==> src/sv/dcld_pkg.sv <==
// Package for the delimited command line decoder: keyword table, result codes and types.
// Used by every module of the block; depends on nothing else.
package dcld_pkg;

    localparam int KEYWORD_COUNT   = 17;
    localparam int KEYWORD_MAX_LEN = 19;
    localparam int POS_W           = 5;
    localparam int POS_COUNT       = 2 ** POS_W;
    localparam int CODE_W          = 5;
    localparam int ARGC_W          = 2;
    localparam int STATUS_W        = 2;

    localparam logic [7:0] CH_CR = 8'h0D;
    localparam logic [7:0] CH_LF = 8'h0A;

    localparam logic [CODE_W-1:0]   NO_MATCH       = CODE_W'(KEYWORD_COUNT);
    localparam logic [ARGC_W-1:0]   ARGC_MAX       = '1;
    localparam logic [POS_W-1:0]    POS_MAX        = '1;

    localparam logic [STATUS_W-1:0] STATUS_OK      = 2'd0;
    localparam logic [STATUS_W-1:0] STATUS_EMPTY   = 2'd1;
    localparam logic [STATUS_W-1:0] STATUS_INVALID = 2'd2;
    localparam logic [STATUS_W-1:0] STATUS_ARGS    = 2'd3;

    localparam logic KIND_ARG     = 1'b0;
    localparam logic KIND_VERDICT = 1'b1;

    // Result queue sizing: room for the two results of one byte on top of two waiting.
    localparam int OUT_DEPTH = 4;
    localparam int OUT_PTR_W = 2;
    localparam int OUT_CNT_W = 3;

    typedef logic [8*KEYWORD_MAX_LEN-1:0] kw_text_t;

    // Several keywords share a stem, so they are assembled from their parts.
    localparam kw_text_t KW_TEXT [KEYWORD_COUNT] = '{
        "say", "nick", "response", "login", "register",
        {"friend", "_request"}, {"friend", "_accept"}, {"friend", "_reject"},
        {"friend", "_remove"}, {"list_", "friend"}, {"list_", "friend", "_request"},
        {"create", "_room"}, {"delete", "_room"}, {"invite", "_room"},
        {"leave", "_room"}, "list_room", "history"
    };

    localparam logic [POS_W-1:0] KW_LEN [KEYWORD_COUNT] = '{
        5'd3, 5'd4, 5'd8, 5'd5, 5'd8, 5'd14, 5'd13, 5'd13, 5'd13, 5'd11,
        5'd19, 5'd11, 5'd11, 5'd11, 5'd10, 5'd9, 5'd7
    };

    localparam logic [ARGC_W-1:0] KW_ARGS [KEYWORD_COUNT] = '{
        2'd2, 2'd1, 2'd1, 2'd2, 2'd2, 2'd1, 2'd1, 2'd1, 2'd1, 2'd0,
        2'd0, 2'd1, 2'd1, 2'd2, 2'd1, 2'd0, 2'd2
    };

    typedef logic [POS_COUNT-1:0][7:0]      kw_row_t;
    typedef kw_row_t [KEYWORD_COUNT-1:0]    kw_rom_t;

    // Character of each keyword at each position, zero past its end.
    function automatic kw_rom_t build_kw_rom();
        kw_rom_t rom;
        int      len;
        rom = '0;
        for (int k = 0; k < KEYWORD_COUNT; k++) begin
            len = int'(KW_LEN[k]);
            for (int p = 0; p < POS_COUNT; p++) begin
                if (p < len) begin
                    rom[k][p] = KW_TEXT[k][8*(len-1-p) +: 8];
                end
            end
        end
        return rom;
    endfunction

    localparam kw_rom_t KW_ROM = build_kw_rom();

    typedef struct packed {
        logic                result_kind;
        logic                arg_index;
        logic [7:0]          arg_byte;
        logic [CODE_W-1:0]   command_code;
        logic [STATUS_W-1:0] status;
        logic                last_of_run;
    } result_t;

    typedef struct packed {
        logic arg_valid;
        logic verdict_valid;
    } push_t;

endpackage

==> src/sv/dcld_decode.sv <==
// Line state and per-byte decoding: keyword matching, argument tagging and the verdict.
// Depends on dcld_pkg.
module dcld_decode (
    input  logic                aclk,
    input  logic                aresetn,
    input  logic                item_valid,
    input  logic [7:0]          item_byte,
    input  logic                item_eol,
    output dcld_pkg::result_t   arg_result,
    output dcld_pkg::result_t   verdict_result,
    output dcld_pkg::push_t     push
);

    logic                                in_token_reg, in_token_next;
    logic                                after_return_reg, after_return_next;
    logic                                command_seen_reg, command_seen_next;
    logic [dcld_pkg::KEYWORD_COUNT-1:0]  keyword_mask_reg, keyword_mask_next;
    logic [dcld_pkg::POS_W-1:0]          char_position_reg, char_position_next;
    logic [dcld_pkg::CODE_W-1:0]         matched_keyword_reg, matched_keyword_next;
    logic [dcld_pkg::ARGC_W-1:0]         arg_count_reg, arg_count_next;

    logic                                drop_final, skip_lf, is_cr;
    logic                                token_byte, cr_split, starting;
    logic                                cmd_step, in_tok_mid, do_find;
    logic [dcld_pkg::ARGC_W-1:0]         argc_step;
    logic [dcld_pkg::KEYWORD_COUNT-1:0]  mask_step;
    logic [dcld_pkg::POS_W-1:0]          pos_step;
    logic [dcld_pkg::CODE_W-1:0]         found, matched_step;
    logic [dcld_pkg::ARGC_W-1:0]         want_args;
    logic                                arg_out;

    always_comb begin
        drop_final = item_eol && (item_byte == dcld_pkg::CH_LF);
        skip_lf    = after_return_reg && (item_byte == dcld_pkg::CH_LF);
        is_cr      = (item_byte == dcld_pkg::CH_CR);
        token_byte = !drop_final && !skip_lf && !is_cr;
        cr_split   = !drop_final && !skip_lf && is_cr;
        starting   = token_byte && !in_token_reg;
        cmd_step   = command_seen_reg | starting;

        argc_step = arg_count_reg;
        if (starting && command_seen_reg && (arg_count_reg != dcld_pkg::ARGC_MAX)) begin
            argc_step = arg_count_reg + 1'b1;
        end
        in_tok_mid = in_token_reg | token_byte;

        // The command token narrows the mask one byte at a time.
        mask_step = keyword_mask_reg;
        pos_step  = char_position_reg;
        if (token_byte && (argc_step == '0)) begin
            for (int k = 0; k < dcld_pkg::KEYWORD_COUNT; k++) begin
                mask_step[k] = keyword_mask_reg[k]
                    && (char_position_reg < dcld_pkg::KW_LEN[k])
                    && (dcld_pkg::KW_ROM[k][char_position_reg] == item_byte);
            end
            if (char_position_reg != dcld_pkg::POS_MAX) begin
                pos_step = char_position_reg + 1'b1;
            end
        end

        // The lowest surviving keyword whose length equals the token length wins.
        found = dcld_pkg::NO_MATCH;
        for (int k = dcld_pkg::KEYWORD_COUNT - 1; k >= 0; k--) begin
            if (mask_step[k] && (dcld_pkg::KW_LEN[k] == pos_step)) begin
                found = dcld_pkg::CODE_W'(k);
            end
        end
        do_find      = (cr_split || item_eol) && in_tok_mid && (argc_step == '0);
        matched_step = do_find ? found : matched_keyword_reg;

        want_args = '0;
        for (int k = 0; k < dcld_pkg::KEYWORD_COUNT; k++) begin
            if (matched_step == dcld_pkg::CODE_W'(k)) begin
                want_args = dcld_pkg::KW_ARGS[k];
            end
        end

        arg_out = token_byte && (argc_step != '0) && (argc_step != dcld_pkg::ARGC_MAX);

        arg_result              = '0;
        arg_result.result_kind  = dcld_pkg::KIND_ARG;
        arg_result.arg_index    = (argc_step == 2'd2);
        arg_result.arg_byte     = item_byte;
        arg_result.last_of_run  = !item_eol;

        verdict_result              = '0;
        verdict_result.result_kind  = dcld_pkg::KIND_VERDICT;
        verdict_result.last_of_run  = 1'b1;
        if (!cmd_step) begin
            verdict_result.status = dcld_pkg::STATUS_EMPTY;
        end else if (matched_step >= dcld_pkg::NO_MATCH) begin
            verdict_result.status = dcld_pkg::STATUS_INVALID;
        end else begin
            verdict_result.command_code = matched_step;
            verdict_result.status = (want_args == argc_step) ? dcld_pkg::STATUS_OK
                                                             : dcld_pkg::STATUS_ARGS;
        end

        push.arg_valid     = item_valid && arg_out;
        push.verdict_valid = item_valid && item_eol;

        in_token_next        = in_token_reg;
        after_return_next    = after_return_reg;
        command_seen_next    = command_seen_reg;
        keyword_mask_next    = keyword_mask_reg;
        char_position_next   = char_position_reg;
        matched_keyword_next = matched_keyword_reg;
        arg_count_next       = arg_count_reg;
        if (item_valid) begin
            if (item_eol) begin
                in_token_next        = 1'b0;
                after_return_next    = 1'b0;
                command_seen_next    = 1'b0;
                keyword_mask_next    = '1;
                char_position_next   = '0;
                matched_keyword_next = dcld_pkg::NO_MATCH;
                arg_count_next       = '0;
            end else begin
                in_token_next        = token_byte ? 1'b1 : (cr_split ? 1'b0 : in_token_reg);
                after_return_next    = is_cr;
                command_seen_next    = cmd_step;
                keyword_mask_next    = mask_step;
                char_position_next   = pos_step;
                matched_keyword_next = matched_step;
                arg_count_next       = argc_step;
            end
        end
    end

    always_ff @(posedge aclk) begin
        if (!aresetn) begin
            in_token_reg        <= 1'b0;
            after_return_reg    <= 1'b0;
            command_seen_reg    <= 1'b0;
            keyword_mask_reg    <= '1;
            char_position_reg   <= '0;
            matched_keyword_reg <= dcld_pkg::NO_MATCH;
            arg_count_reg       <= '0;
        end else begin
            in_token_reg        <= in_token_next;
            after_return_reg    <= after_return_next;
            command_seen_reg    <= command_seen_next;
            keyword_mask_reg    <= keyword_mask_next;
            char_position_reg   <= char_position_next;
            matched_keyword_reg <= matched_keyword_next;
            arg_count_reg       <= arg_count_next;
        end
    end

    a_line_cleared: assert property (@(posedge aclk) disable iff (!aresetn)
        (item_valid && item_eol) |=> (!command_seen_reg && (arg_count_reg == '0)
            && (keyword_mask_reg == '1) && (matched_keyword_reg == dcld_pkg::NO_MATCH)))
        else $error("line state not cleared after the last byte");

    a_argc_monotonic: assert property (@(posedge aclk) disable iff (!aresetn)
        !(item_valid && item_eol) |=> (arg_count_reg >= $past(arg_count_reg)))
        else $error("argument count fell within a line");

    a_args_need_command: assert property (@(posedge aclk) disable iff (!aresetn)
        (arg_count_reg != '0) |-> command_seen_reg)
        else $error("argument counted before any command token");

    a_verdict_code: assert property (@(posedge aclk) disable iff (!aresetn)
        (push.verdict_valid && ((verdict_result.status == dcld_pkg::STATUS_EMPTY)
            || (verdict_result.status == dcld_pkg::STATUS_INVALID)))
        |-> (verdict_result.command_code == '0))
        else $error("command code set on an empty or invalid line");

endmodule

==> src/sv/dcld_result_fifo.sv <==
// Small result queue: takes up to two results per cycle, hands out one per transaction.
// Depends on dcld_pkg.
module dcld_result_fifo (
    input  logic                aclk,
    input  logic                aresetn,
    input  dcld_pkg::push_t     push,
    input  dcld_pkg::result_t   arg_result,
    input  dcld_pkg::result_t   verdict_result,
    output logic                room,
    output logic                out_valid,
    input  logic                out_ready,
    output dcld_pkg::result_t   out_result
);

    dcld_pkg::result_t                entries_reg [dcld_pkg::OUT_DEPTH];
    logic [dcld_pkg::OUT_PTR_W-1:0]   wr_ptr_reg, wr_ptr_next;
    logic [dcld_pkg::OUT_PTR_W-1:0]   rd_ptr_reg, rd_ptr_next;
    logic [dcld_pkg::OUT_CNT_W-1:0]   count_reg, count_next;
    logic [dcld_pkg::OUT_PTR_W-1:0]   wr_ptr_plus;
    logic [dcld_pkg::OUT_CNT_W-1:0]   n_push;
    logic                             pop;
    dcld_pkg::result_t                first_result;

    always_comb begin
        n_push       = dcld_pkg::OUT_CNT_W'(push.arg_valid)
                     + dcld_pkg::OUT_CNT_W'(push.verdict_valid);
        pop          = out_valid && out_ready;
        first_result = push.arg_valid ? arg_result : verdict_result;
        wr_ptr_plus  = wr_ptr_reg + 1'b1;
        wr_ptr_next  = wr_ptr_reg + dcld_pkg::OUT_PTR_W'(n_push);
        rd_ptr_next  = pop ? rd_ptr_reg + 1'b1 : rd_ptr_reg;
        count_next   = count_reg + n_push - dcld_pkg::OUT_CNT_W'(pop);
    end

    // Room is judged on the registered count alone, so the sink's ready never reaches s_tready.
    assign room       = (count_reg <= dcld_pkg::OUT_CNT_W'(dcld_pkg::OUT_DEPTH - 2));
    assign out_valid  = (count_reg != '0);
    assign out_result = entries_reg[rd_ptr_reg];

    always_ff @(posedge aclk) begin
        if (n_push != '0) begin
            entries_reg[wr_ptr_reg] <= first_result;
        end
        if (push.arg_valid && push.verdict_valid) begin
            entries_reg[wr_ptr_plus] <= verdict_result;
        end
    end

    always_ff @(posedge aclk) begin
        if (!aresetn) begin
            wr_ptr_reg <= '0;
            rd_ptr_reg <= '0;
            count_reg  <= '0;
        end else begin
            wr_ptr_reg <= wr_ptr_next;
            rd_ptr_reg <= rd_ptr_next;
            count_reg  <= count_next;
        end
    end

    a_no_overflow: assert property (@(posedge aclk) disable iff (!aresetn)
        (n_push + count_reg) <= dcld_pkg::OUT_CNT_W'(dcld_pkg::OUT_DEPTH))
        else $error("result queue overflow");

    a_ptr_count: assert property (@(posedge aclk) disable iff (!aresetn)
        (count_reg < dcld_pkg::OUT_CNT_W'(dcld_pkg::OUT_DEPTH))
        |-> (dcld_pkg::OUT_PTR_W'(wr_ptr_reg - rd_ptr_reg)
             == dcld_pkg::OUT_PTR_W'(count_reg)))
        else $error("queue pointers disagree with the fill count");

endmodule

==> src/sv/delimited_command_line_decoder.sv <==
// Top level of the delimited command line decoder: input register, decoder and result queue.
// Depends on dcld_pkg, dcld_decode and dcld_result_fifo.
//
// Usage: command line bytes enter on the s_ channel, one per transaction, with s_tlast on
// the final byte of a line. Carriage returns split tokens; the first token is matched
// against the keyword table. Bytes of the first two arguments leave on the m_ channel as
// argument results (m_tuser low); the last byte of a line also yields a verdict (m_tuser
// high) carrying the command code and status. m_tlast marks the final result of a byte.
// A byte passes through the input register and then the result queue before its results
// appear on the m_ channel. Throughput: one byte per cycle while the queue has room; a
// line-end byte that is also an argument byte puts two results on the m_ channel, which
// drains them one per cycle while m_tready is high. The four-entry result queue lets the
// input keep flowing while a result waits, and s_tready falls only once the queue holds
// three or more results, so stalls at the sink propagate back after that slack is used.
// Reset (aresetn low, synchronous) empties the queue and clears the line state, so the
// next byte starts a fresh line.
module delimited_command_line_decoder (
    input  logic        aclk,
    input  logic        aresetn,
    input  logic        s_tvalid,
    output logic        s_tready,
    input  logic [7:0]  s_tdata,   // [7:0] data_byte
    input  logic        s_tlast,   // end_of_line
    output logic        m_tvalid,
    input  logic        m_tready,
    output logic [15:0] m_tdata,   // [0] arg_index, [8:1] arg_byte, [13:9] command_code,
                                   // [15:14] status
    output logic        m_tuser,   // [0] result_kind
    output logic        m_tlast    // last_of_run
);

    logic               in_valid_reg, in_valid_next;
    logic [7:0]         in_byte_reg;
    logic               in_eol_reg;
    logic               take;
    logic               room;
    dcld_pkg::result_t  arg_result;
    dcld_pkg::result_t  verdict_result;
    dcld_pkg::push_t    push;
    dcld_pkg::result_t  out_result;

    assign take     = in_valid_reg && room;
    assign s_tready = !in_valid_reg || take;

    always_comb begin
        in_valid_next = in_valid_reg;
        if (s_tvalid && s_tready) begin
            in_valid_next = 1'b1;
        end else if (take) begin
            in_valid_next = 1'b0;
        end
    end

    always_ff @(posedge aclk) begin
        if (!aresetn) begin
            in_valid_reg <= 1'b0;
        end else begin
            in_valid_reg <= in_valid_next;
        end
    end

    always_ff @(posedge aclk) begin
        if (s_tvalid && s_tready) begin
            in_byte_reg <= s_tdata;
            in_eol_reg  <= s_tlast;
        end
    end

    dcld_decode u_decode (
        .aclk           (aclk),
        .aresetn        (aresetn),
        .item_valid     (take),
        .item_byte      (in_byte_reg),
        .item_eol       (in_eol_reg),
        .arg_result     (arg_result),
        .verdict_result (verdict_result),
        .push           (push)
    );

    dcld_result_fifo u_result_fifo (
        .aclk           (aclk),
        .aresetn        (aresetn),
        .push           (push),
        .arg_result     (arg_result),
        .verdict_result (verdict_result),
        .room           (room),
        .out_valid      (m_tvalid),
        .out_ready      (m_tready),
        .out_result     (out_result)
    );

    assign m_tdata = {out_result.status, out_result.command_code,
                      out_result.arg_byte, out_result.arg_index};
    assign m_tuser = out_result.result_kind;
    assign m_tlast = out_result.last_of_run;

endmodule

==> config.mk <==
export PLATFORM = sky130hd
export DESIGN_NAME = delimited_command_line_decoder
export DESIGN_NICKNAME = d
export VERILOG_FILES = /design/src/sv/dcld_pkg.sv /design/src/sv/dcld_decode.sv /design/src/sv/dcld_result_fifo.sv /design/src/sv/delimited_command_line_decoder.sv
export SDC_FILE = /design/constraint.sdc
export NUM_CORES = 1
export LEC_CHECK = 0
export ABC_AREA = 1
export ABC_CLOCK_PERIOD_IN_PS = 3900
export BUFFER_PORTS_ARGS = -buffer_cell sky130_fd_sc_hd__clkbuf_2
export CORE_UTILIZATION = 30
export CTS_CLUSTER_DIAMETER = 30
export DETAILED_ROUTE_END_ITERATION = 10
export GPL_TIMING_DRIVEN = 0
export PLACE_DENSITY = 0.46
export SETUP_SLACK_MARGIN = 0.05
export SYNTH_ARGS = -nofsm -noshare
export SYNTH_HDL_FRONTEND = slang
export SYNTH_SLANG_ARGS = --single-unit
export TNS_END_PERCENT = 10
==> constraint.sdc <==
create_clock -name aclk -period 3.9 [get_ports aclk]
set_input_delay 0.975 -clock aclk [delete_from_list [all_inputs] [get_ports aclk]]
set_output_delay 0.975 -clock aclk [all_outputs]
set_load 0.01 [all_outputs]
Word-level counts from Yosys, hierarchy flattened
Memory sizes are Yosys's and may differ from the RTL's. A register that Yosys moved wholly into a read port is not among the register bits.
Cells that the tools add are included.
Widths: inputs -> output; s select.
{ "totals": {"register_bits": 49, "latchBits": 0, "mem_bits_rw": 72, "rom_bits": 4352, "output_inout_bits": 20, "n_memories": 18} }
{ "memory_table": {"columns": ["name", "words", "word_bits", "rd", "rd_ports_with_merged_regs", "write_ports", "line_no", "text"], "rows": [
  ["(name not given)", 32, 8, 1, 1, 0, "dcld_decode.sv:54", "&& (dcld_pkg::KW_ROM[k][char_position_reg] == item_byte);"],
  ["(name not given)", 32, 8, 1, 1, 0, "dcld_decode.sv:54", null],
  ["(name not given)", 32, 8, 1, 1, 0, "dcld_decode.sv:54", null],
  ["(name not given)", 32, 8, 1, 1, 0, "dcld_decode.sv:54", null],
  ["(name not given)", 32, 8, 1, 1, 0, "dcld_decode.sv:54", null],
  ["(name not given)", 32, 8, 1, 1, 0, "dcld_decode.sv:54", null],
  ["+12 memories", null, null, null, null, null, null, null]
]} }
{ "classes": {"n_addsub": 8, "mul": 0, "div_mod_pow": 0, "n_lt_le_gt_ge": 14, "n_eq_ne": 51, "n_shift": 0, "muxes": 113, "bitwise": 2, "n_reduce_logical": 86} }
{ "op_table": {"columns": ["cell", "n"], "rows": [
  ["$mux 5", 57],
  ["$eq 8x8->1", 17],
  ["$mux 8", 17],
  ["$logic_and 1x1->1", 70],
  ["$mux 2", 24],
  ["$eq 5x4->1 const B", 8],
  ["$mux 17", 2],
  ["$eq 4x5->1 const A", 6],
  ["$lt 5x4->1 const B", 6],
  ["$eq 5x3->1 const B", 4],
  ["$mux 18", 1],
  ["$eq 8x4->1 const B", 2],
  ["$eq 3x5->1 const A", 3],
  ["$lt 5x3->1 const B", 3],
  ["$mux 1", 12],
  ["$eq 5x2->1 const B", 2],
  ["$reduce_bool 3->1", 3],
  ["$add 2x1->2 const B", 3],
  ["$logic_not 1->1", 6],
  ["$lt 5x6->1 const B", 1],
  ["$add 5x1->5 const B", 1],
  ["$eq 2x5->1 const A", 1],
  ["$eq 5x1->1 const B", 1],
  ["$eq 5x5->1 const A", 1],
  ["other kinds (19)", 23]
]} }

Depth between registers and ports, before layout
Gate-level depths: netlist (run 1).
{ "logic_depth": {"ltp_word": 55, "mapped_depth": 34, "depth_no_buf": 33} }

Cells and area by module
A second synthesis (run 1) with hierarchy kept.
{ "unflattened": {"cells_unflattened": 1449, "hier_area_um2": 11682.5} }
{ "modules_own_cells": {"columns": ["mod", "instances", "cells_per_inst", "area_each_um2", "seq_area_each_um2"], "rows": [
  ["dcld_decode", 1, 972, 7015.5, 2562.5],
  ["dcld_result_fifo", 1, 459, 4337.9, 2342.2],
  ["delimited_command_line_decoder", 1, 18, 329.1, 290.3]
]} }

Worst setup path after synthesis (run 1)
Ideal clock, no wire load.
{ "synth_timing": {"kind": "register to register", "from": "reg in_byte_reg[6]", "to": "reg u_result_fifo.count_reg[2] (netlist name)", "setup_ps": 73, "t_arrival_ps": 3468, "required_time_ps": 3827, "path_slack_ps": 359, "path_stages_with_launch": 21, "period_less_slack_ps": 3541, "path_cell_list": "edfxtp_1 buf_4 nor2_2 nand2_2 inv_2 nand3_1 nand4_1 nor2_1 nor2_4 buf_4 xor2_1 nand2_1 inv_1 clkbuf_1 ha_1 inv_1 ha_1 fa_1 xor2_1 or2_2 a21oi_1"} }
{ "synth_via": {"elab_chain_len": 16} }
{ "synth_lines": {"columns": ["element", "line_no", "text"], "rows": [
  ["start: declaration", "delimited_command_line_decoder.sv:33", "logic [7:0] in_byte_reg;"],
  ["start signal: assignment", "delimited_command_line_decoder.sv:64", "in_byte_reg <= s_tdata;"],
  ["$eq 8x4->1", "dcld_decode.sv:33, dcld_decode.sv:34", null],
  ["$logic_and 1x1->1 (on tied branches)", "dcld_decode.sv:33, dcld_decode.sv:34", null],
  ["$logic_not 1->1", "dcld_decode.sv:36", "token_byte = !drop_final && !skip_lf && !is_cr;"],
  ["$logic_and 1x1->1", "dcld_decode.sv:36", null],
  ["$logic_and 1x1->1 (*)", "dcld_decode.sv:36", null],
  ["$logic_and 1x1->1", "dcld_decode.sv:38", "starting = token_byte && !in_token_reg;"],
  ["$logic_and 1x1->1 (2 in a row)", "dcld_decode.sv:42", "if (starting && command_seen_reg && (arg_count_reg != dcld_pkg::ARGC_MAX)) begin"],
  ["$mux 2", "dcld_decode.sv:42", null],
  ["$reduce_bool 2->1", "dcld_decode.sv:78", "arg_out = token_byte && (argc_step != '0) && (argc_step != dcld_pkg::ARGC_MAX);"],
  ["$logic_and 1x1->1", "dcld_decode.sv:78", null],
  ["$logic_and 1x1->1 (*)", "dcld_decode.sv:78", null],
  ["$logic_and 1x1->1 (*)", "dcld_decode.sv:99", "push.arg_valid = item_valid && arg_out;"],
  ["$add 1x1->2 (*)", "dcld_result_fifo.sv:26", "+ dcld_pkg::OUT_CNT_W'(push.verdict_valid);"],
  ["$add 3x3->3 (*)", "dcld_result_fifo.sv:32", "count_next = count_reg + n_push - dcld_pkg::OUT_CNT_W'(pop);"],
  ["$sub 3x1->3 (*)", "dcld_result_fifo.sv:32", null],
  ["end signal: assignment", "dcld_result_fifo.sv:57", "count_reg <= count_next;"],
  ["end: declaration", "dcld_result_fifo.sv:18", "logic [dcld_pkg::OUT_CNT_W-1:0] count_reg, count_next;"]
]} }
Every way passes the cells marked *; elsewhere a longest branch is shown, timed or not.
A chain may end at the register's enable or synchronous reset.

==> results of run 1 <==
-- worst max-delay path by stage --
stage	from	to	slack [ps]	depth (start not counted)
after floorplan	in_byte_reg[6]	u_result_fifo.count_reg[2]	360	20
after global placement	in_byte_reg[0]	u_result_fifo.entries_reg[3][2]	-950	24
after detailed placement	in_byte_reg[0]	u_result_fifo.entries_reg[3][2]	-930	24
after CTS	in_byte_reg[0]	flop	30	16
after global routing	in_byte_reg[7]	u_result_fifo.entries_reg[2][2]	-250	28
final	in_byte_reg[0]	flop	50	16
-- stage by stage --
step | setup WS (ps) | std cells | hold WS [ps] | utilization (%) | setup TNS, ps
global placement | -951 | 1825 | 436 | 32.9 | -92220
CTS | 26.9 | 1940 | 449 | 39.2 | 0
finish | 51.1 | 1950 | 456 | 40.0 | 0
floorplan | 359 | 1346 | 422 | - | 0
detailed placement | -925 | 1825 | 437 | 32.9 | -87980
global route | -253 | 1950 | 469 | 40.0 | -3940
-- timing repair --
action	4_1_cts	5_1_grt
endpoints found under the setup margin	189	165
pin swaps	11	24
resized for setup	53	60
buffers inserted	16	10
-- layout by cell type, fill, tap and decap left out, types with 27 or more instances in the layout --
cell,synthesis,final
o22ai_1,57,57
inv_1,147,143
clkbuf_2,0,41
dfxtp_1,182,182
clkbuf_16,0,54
o21ai_0,84,79
a21oi_1,81,81
clkbuf_1,33,27
nor2_1,158,145
nand4_1,30,30
xor2_1,40,39
nand2_1,249,234
nand3_1,38,35
edfxtp_1,37,37
-- critical path, cell delays in order (launching register included) --
cell,delay (ps)
edfxtp_1,480
buf_6,170
nor2_1,90
nand3b_1,150
nor2_4,190
nor2_8,60
nand4_2,60
nand2_2,80
buf_6,160
nand4_1,130
nand2_4,120
nand3_1,500
clkinvlp_4,440
nor2_1,430
nand2_1,210
o21ai_0,320
or2_2,170
-- power by group --
| part | internal, W | total [W] | leakage (nW) | switching, W |
|---|---|---|---|---|
| combinational | 0.000710 | 0.00203 | 3.30 | 0.00132 |
| clock | 0.00314 | 0.00447 | 0.915 | 0.00133 |
| sequential | 0.00264 | 0.00279 | 1.80 | 0.000154 |
-- routing by layer --
metal | up-vias | GRT usage, %
met2 | 273 | 32.9
met3 | 69 | 3.95
met1 | 4495 | 26.1
li1 | 4707 | -
met5 | - | 0
met4 | 0 | 7.85
-- final cells by class --
type	count	area, um^2	share of cell area (%)
sequential	219	4750	35.1
inverter	170	648	4.78
tap	448	561	4.14
buffer	49	270	2.00
clock buffer	70	1500	11.1
timing repair buffer	57	367	2.71
clock inverter	29	349	2.58
multi-input combinational	908	5100	37.6
-- cell families (layout without fill, tap and decap cells) --
family	after synthesis	in the layout
AND/OR/NAND/NOR	563	563
flip-flops	219	219
adder cells (fa/ha/maj)	21	21
buffers and inverters	219	375
XOR/XNOR	54	54
AO/OA/AOI/OAI	270	270
==> reports/results.tsv, run 1 <==
metric	value	unit
status	finished clean	
GP Congestion	0.940	
initial core utilization	30.8	%
largest family of logic cells by synthesized area	simple AND/OR/NAND/NOR gates	
DPL Wire Length	25900	um
DR vias	9544	
core area	0.0339	mm^2
Clock Skew	32.4	ps
post-synthesis mux area share	0	%
startpoint types	flop	
post-synthesis sequential area ratio	45.6	%
gr ovfl total	0	
share of post-route cells with drive strength above 1	20.2	%
number of port buffers	31	
all-layer global routing usage	20.1	%
Power, Total	0.00929	W
Synth Area in Compound Gates	14.9	%
synthesis-to-finish area growth	29.9	%
DIE WIDTH	188	um
Hold Crit Endpoint	u_result_fifo.entries_reg[2][17]	
first-pass GRT wire length	54300	um
Wirelength per Cell	18.3	um
ranking of synthesized cells by area	dfxtp_1, edfxtp_1, nand2_1	
Worst Setup Path Type	reg2reg	
RSZ-0062 raised after global routing	yes	
WP data arrival	4340	ps
hold path start	u_result_fifo.entries_reg[2][17]	
Synth Flop Type	dfxtp_1	
CTS Sinks	219	
Critical Path Sink Type	flop	
Syn Nets	1380	
Post-Syn Area	0.0104	mm^2
WP data required	4390	ps
Syn Area/Cell	7.75	um^2
Yosys reg bits	219	
Hold Path Depth	2	
Max Cap Viol	0	
post-place instance area	0.0111	mm^2
FP Rows	67	
Filler cells	3533	
Final ANT Viol Nets	0	
FMAX	260	MHz
simple-gate portion of the synthesized area	24.2	%
pwr dens	686	mW/mm^2
drt total wl	35700	um
Post-synth EDFFs	37	
post-DR vias/cell	4.89	
r2r setup slk	50	ps
post-layout minimum cycle time	3850	ps
final number of hold-violating endpoints	0	
max layer used	met4	
Async SR Flop Fraction	0	%
Max Root-Sink Buffers	3	
Cells after Synth	1346	
Ports	33	
# DRC	0	
Die Ht	188	um
cts hold-fix bufs	0	
First-pass DRT Iterations	5	
Post-synth top cells	nand2_1, dfxtp_1, nor2_1	
initial antenna violation count	0	
Layout Nets	1492	
synth warn	0	
Hold WC Path Type	reg2reg	
Slew @ Worst Pin	1050	ps
Final Cell Area	0.0135	mm^2
n_diodes	0	
met3 WL	1990	um
Crit Path Max Fanout	10	
Yosys top cell by area	dfxtp_1	
WL met2	16500	um
synthesized-area fraction occupied by adder cells	2.59	%
DRT iter0 DRCs	663	
worst vdd ir	0.000354	V
cts bufs inserted	53	
largest net degree at the start of global routing	17	
reg-to-reg startpoint	in_byte_reg[0]	
Max-slew headroom	29.7	%
clock latency on the worst-skew pair	560	ps
LEAKAGE	6.01	nW
crit share post-route	98.7	%
cell with the most instances after synthesis	nand2_1	
Final Max Tran Viols	0	
library cells used by synthesis	57	
H-tree levels	2	
Synth top area share	34.9	%
WL met1	16100	um
clock-pin slew on the worst setup and hold paths	50	ps
CTS root buf	clkbuf_16	
vias in the first global route	9347	
worst reg-to-reg path cell count	16	
xor/xnor share of the synthesized area	4.54	%
die area	0.0355	mm^2
CTS tree	built	
final setup fails	0	
Power figures use the tool's default switching activity.
==> run 2, diff against run 1 <==
BUFFER_PORTS_ARGS = -buffer_cell sky130_fd_sc_hd__buf_2   (was -buffer_cell sky130_fd_sc_hd__clkbuf_2)
CELL_PAD_IN_SITES_DETAIL_PLACEMENT = 1   (was default)
CELL_PAD_IN_SITES_GLOBAL_PLACEMENT = 2   (was default)
PLACE_DENSITY = 0.68   (was 0.46)
SKIP_LAST_GASP = 1   (was default)
==> run 2 against run 1 <==
Effect of this change: the run now ends with negative setup slack left; cell area up 2.7%; global-route usage up 3.1 points; worst hold slack worse by 5.4 ps; clock skew down 12 ps; die area unchanged; sequential power about the same; critical path type unchanged; fmax down 2.9%; power up 7.0%.
==> reports/results.tsv, run 2 (synthesized netlist as in run 1, its figures left out) <==
metric	value	unit	change
WP data arrival	4380	ps	+40 ps
Final WS setup	-65.1	ps	-116 ps
crit share post-route	102	%	+3.0 points
reg-to-reg startpoint	in_byte_reg[1]		
largest net degree at the start of global routing	17		unchanged
DIE WIDTH	188	um	unchanged
DR vias	9823		+2.9%
Max-slew headroom	24.3	%	-5.4 points
vias in the first global route	10300		+9.9%
DPL Wire Length	29600	um	+14%
initial antenna violation count	0		unchanged
r2r setup slk	-70	ps	-120 ps
Slew @ Worst Pin	1140	ps	+80.3 ps
FMAX	252	MHz	-2.9%
post-DR vias/cell	4.98		+1.7%
n_diodes	0		unchanged
gr ovfl total	0		unchanged
Clock Skew	20.8	ps	-11.5 ps
cts hold-fix bufs	0		unchanged
CTS Sinks	219		unchanged
post-place instance area	0.0111	mm^2	unchanged
Max Cap Viol	0		unchanged
LEAKAGE	6.19	nW	+2.9%
multi-input logic area	0.00514	mm^2	+0.93%
startpoint types	flop		
initial core utilization	30.8	%	unchanged
WP data required	4310	ps	-80 ps
Final Max Tran Viols	0		unchanged
failing checks	negative setup slack		
First-pass DRT Iterations	5		unchanged
Worst Setup Path Type	reg2reg		
core area	0.0339	mm^2	unchanged
die area	0.0355	mm^2	unchanged
Setup Slack @ Placement	-948	ps	-22.6 ps
Final ANT Viol Nets	0		unchanged
CTS tree	built		
FP Rows	67		unchanged
Sequential cell area	0.00475	mm^2	unchanged
Die Ht	188	um	unchanged
Crit Path Max Fanout	10		unchanged
status	finished with violations		
most common cell after layout, fill and taps aside	nand2_1		
hold path start	u_result_fifo.entries_reg[1][17]		
clock-pin slew on the worst setup and hold paths	50	ps	about the same
commonest cells after routing, fill and taps aside	nand2_1, dfxtp_1, nor2_1, inv_1, a21oi_1		
share of post-route cells with drive strength above 1	21.3	%	+1.1 points
Hold WC Path Type	reg2reg		
final number of hold-violating endpoints	0		unchanged
Layout Nets	1511		+1.3%
GP Congestion	0.878		-6.6%
# DRC	0		unchanged
post-layout minimum cycle time	3970	ps	+116 ps
drt total wl	40800	um	+14%
synthesis-to-finish area growth	33.4	%	
Max Root-Sink Buffers	3		unchanged
Ports	33		unchanged
final setup fails	4		+4
worst reg-to-reg path cell count	16		unchanged
Worst Setup SP	in_byte_reg[1]		
RSZ-0062 raised after global routing	yes		
H-tree levels	2		unchanged
DRT iter0 DRCs	452		-32%
cts bufs inserted	57		+7.5%
worst vdd ir	0.000356	V	+0.63%
clock latency on the worst-skew pair	590	ps	+30 ps
CTS root buf	clkbuf_16		
Wirelength per Cell	20.7	um	+13%
TNS Setup	-82.8	ps	-82.8 ps
first-pass GRT wire length	61900	um	+14%
all-layer global routing usage	23.2	%	+3.1 points
Critical Path Sink Type	flop		
Final Cell Area	0.0139	mm^2	+2.7%
pwr dens	714	mW/mm^2	+4.2%
Power, Total	0.00994	W	+7.0%
number of port buffers	31		unchanged
Filler cells	4089		+16%
run 2: changes by cell type in the layout (fill, tap and decap cells not counted), sizes merged, moves of 2 or more:
cell and delta:
inv +6, buf +47, clkbuf -33, clkinvlp +3
bufinv +2, clkinv -3
run 2: layout make-up:
cell class | instances | area share, %
Multi-Input combinational cell | 909 | 37.0
Sequential cell | 219 | 34.2
Clock buffer | 70 | 11.2
Inverter | 170 | 4.67
Tap cell | 448 | 4.03
Clock inverter | 37 | 3.52
Timing Repair Buffer | 72 | 3.36
Buffer | 48 | 2.07
run 2: critical path, cell delays in order (launching register included):
cell and delay, ps:
edfxtp_1 490, inv_4 130, nand2_1 90, nor2_4 140, nand2_2 90, nand4_1 160, nor2_2 70, nor2_4 150
buf_6 160, nand4_1 100, nand2_2 220, nand3_1 440, clkinv_1 360, nor2_1 120, inv_1 240, clkbuf_1 570
o21ai_0 250
run 2: power by group:
group          switching, W  internal, W  total [W]
clock network       0.00152      0.00343    0.00495
logic               0.00141     0.000762    0.00218
registers          0.000170      0.00264    0.00281
run 2: through the flow:
stage | utilization (%) | hold WS (ps) | cells
after floorplan | - | 422 | 1346
after global placement | 32.9 | 433 | 1825
after detailed placement | 32.9 | 444 | 1825
after CTS | 40.3 | 452 | 1958
after global routing | 41.1 | 474 | 1973
final | 41.1 | 450 | 1973
run 2: worst min path at each step:
| stage | to | slack, ps | cells past startpoint |
|---|---|---|---|
| CTS | u_result_fifo.entries_reg[1][17] | 450 | 2 |
| detailed placement | u_result_fifo.entries_reg[1][17] | 440 | 2 |
| finish | u_result_fifo.entries_reg[1][17] | 450 | 2 |
| global route | u_decode.keyword_mask_reg[0] | 470 | 1 |
| floorplan | u_result_fifo.entries_reg[1][17] | 420 | 2 |
| global placement | u_result_fifo.entries_reg[2][17] | 430 | 2 |
run 2: what timing repair did:
action / in CTS / in global routing
resized for setup: 82 / 45
setup buffers: 26 / 15
setup endpoints to repair: 192 / 159
pin swaps: 26 / 28
gates cloned: 0 / 1
run 2: routing by layer:
metal,up-vias,share of wire [%],global-route usage [%]
li1,4749,-,-
met5,-,0,0
met1,4782,44,29.2
met2,203,48,39.0
met4,0,3.5,10.5
met3,89,3.7,3.76
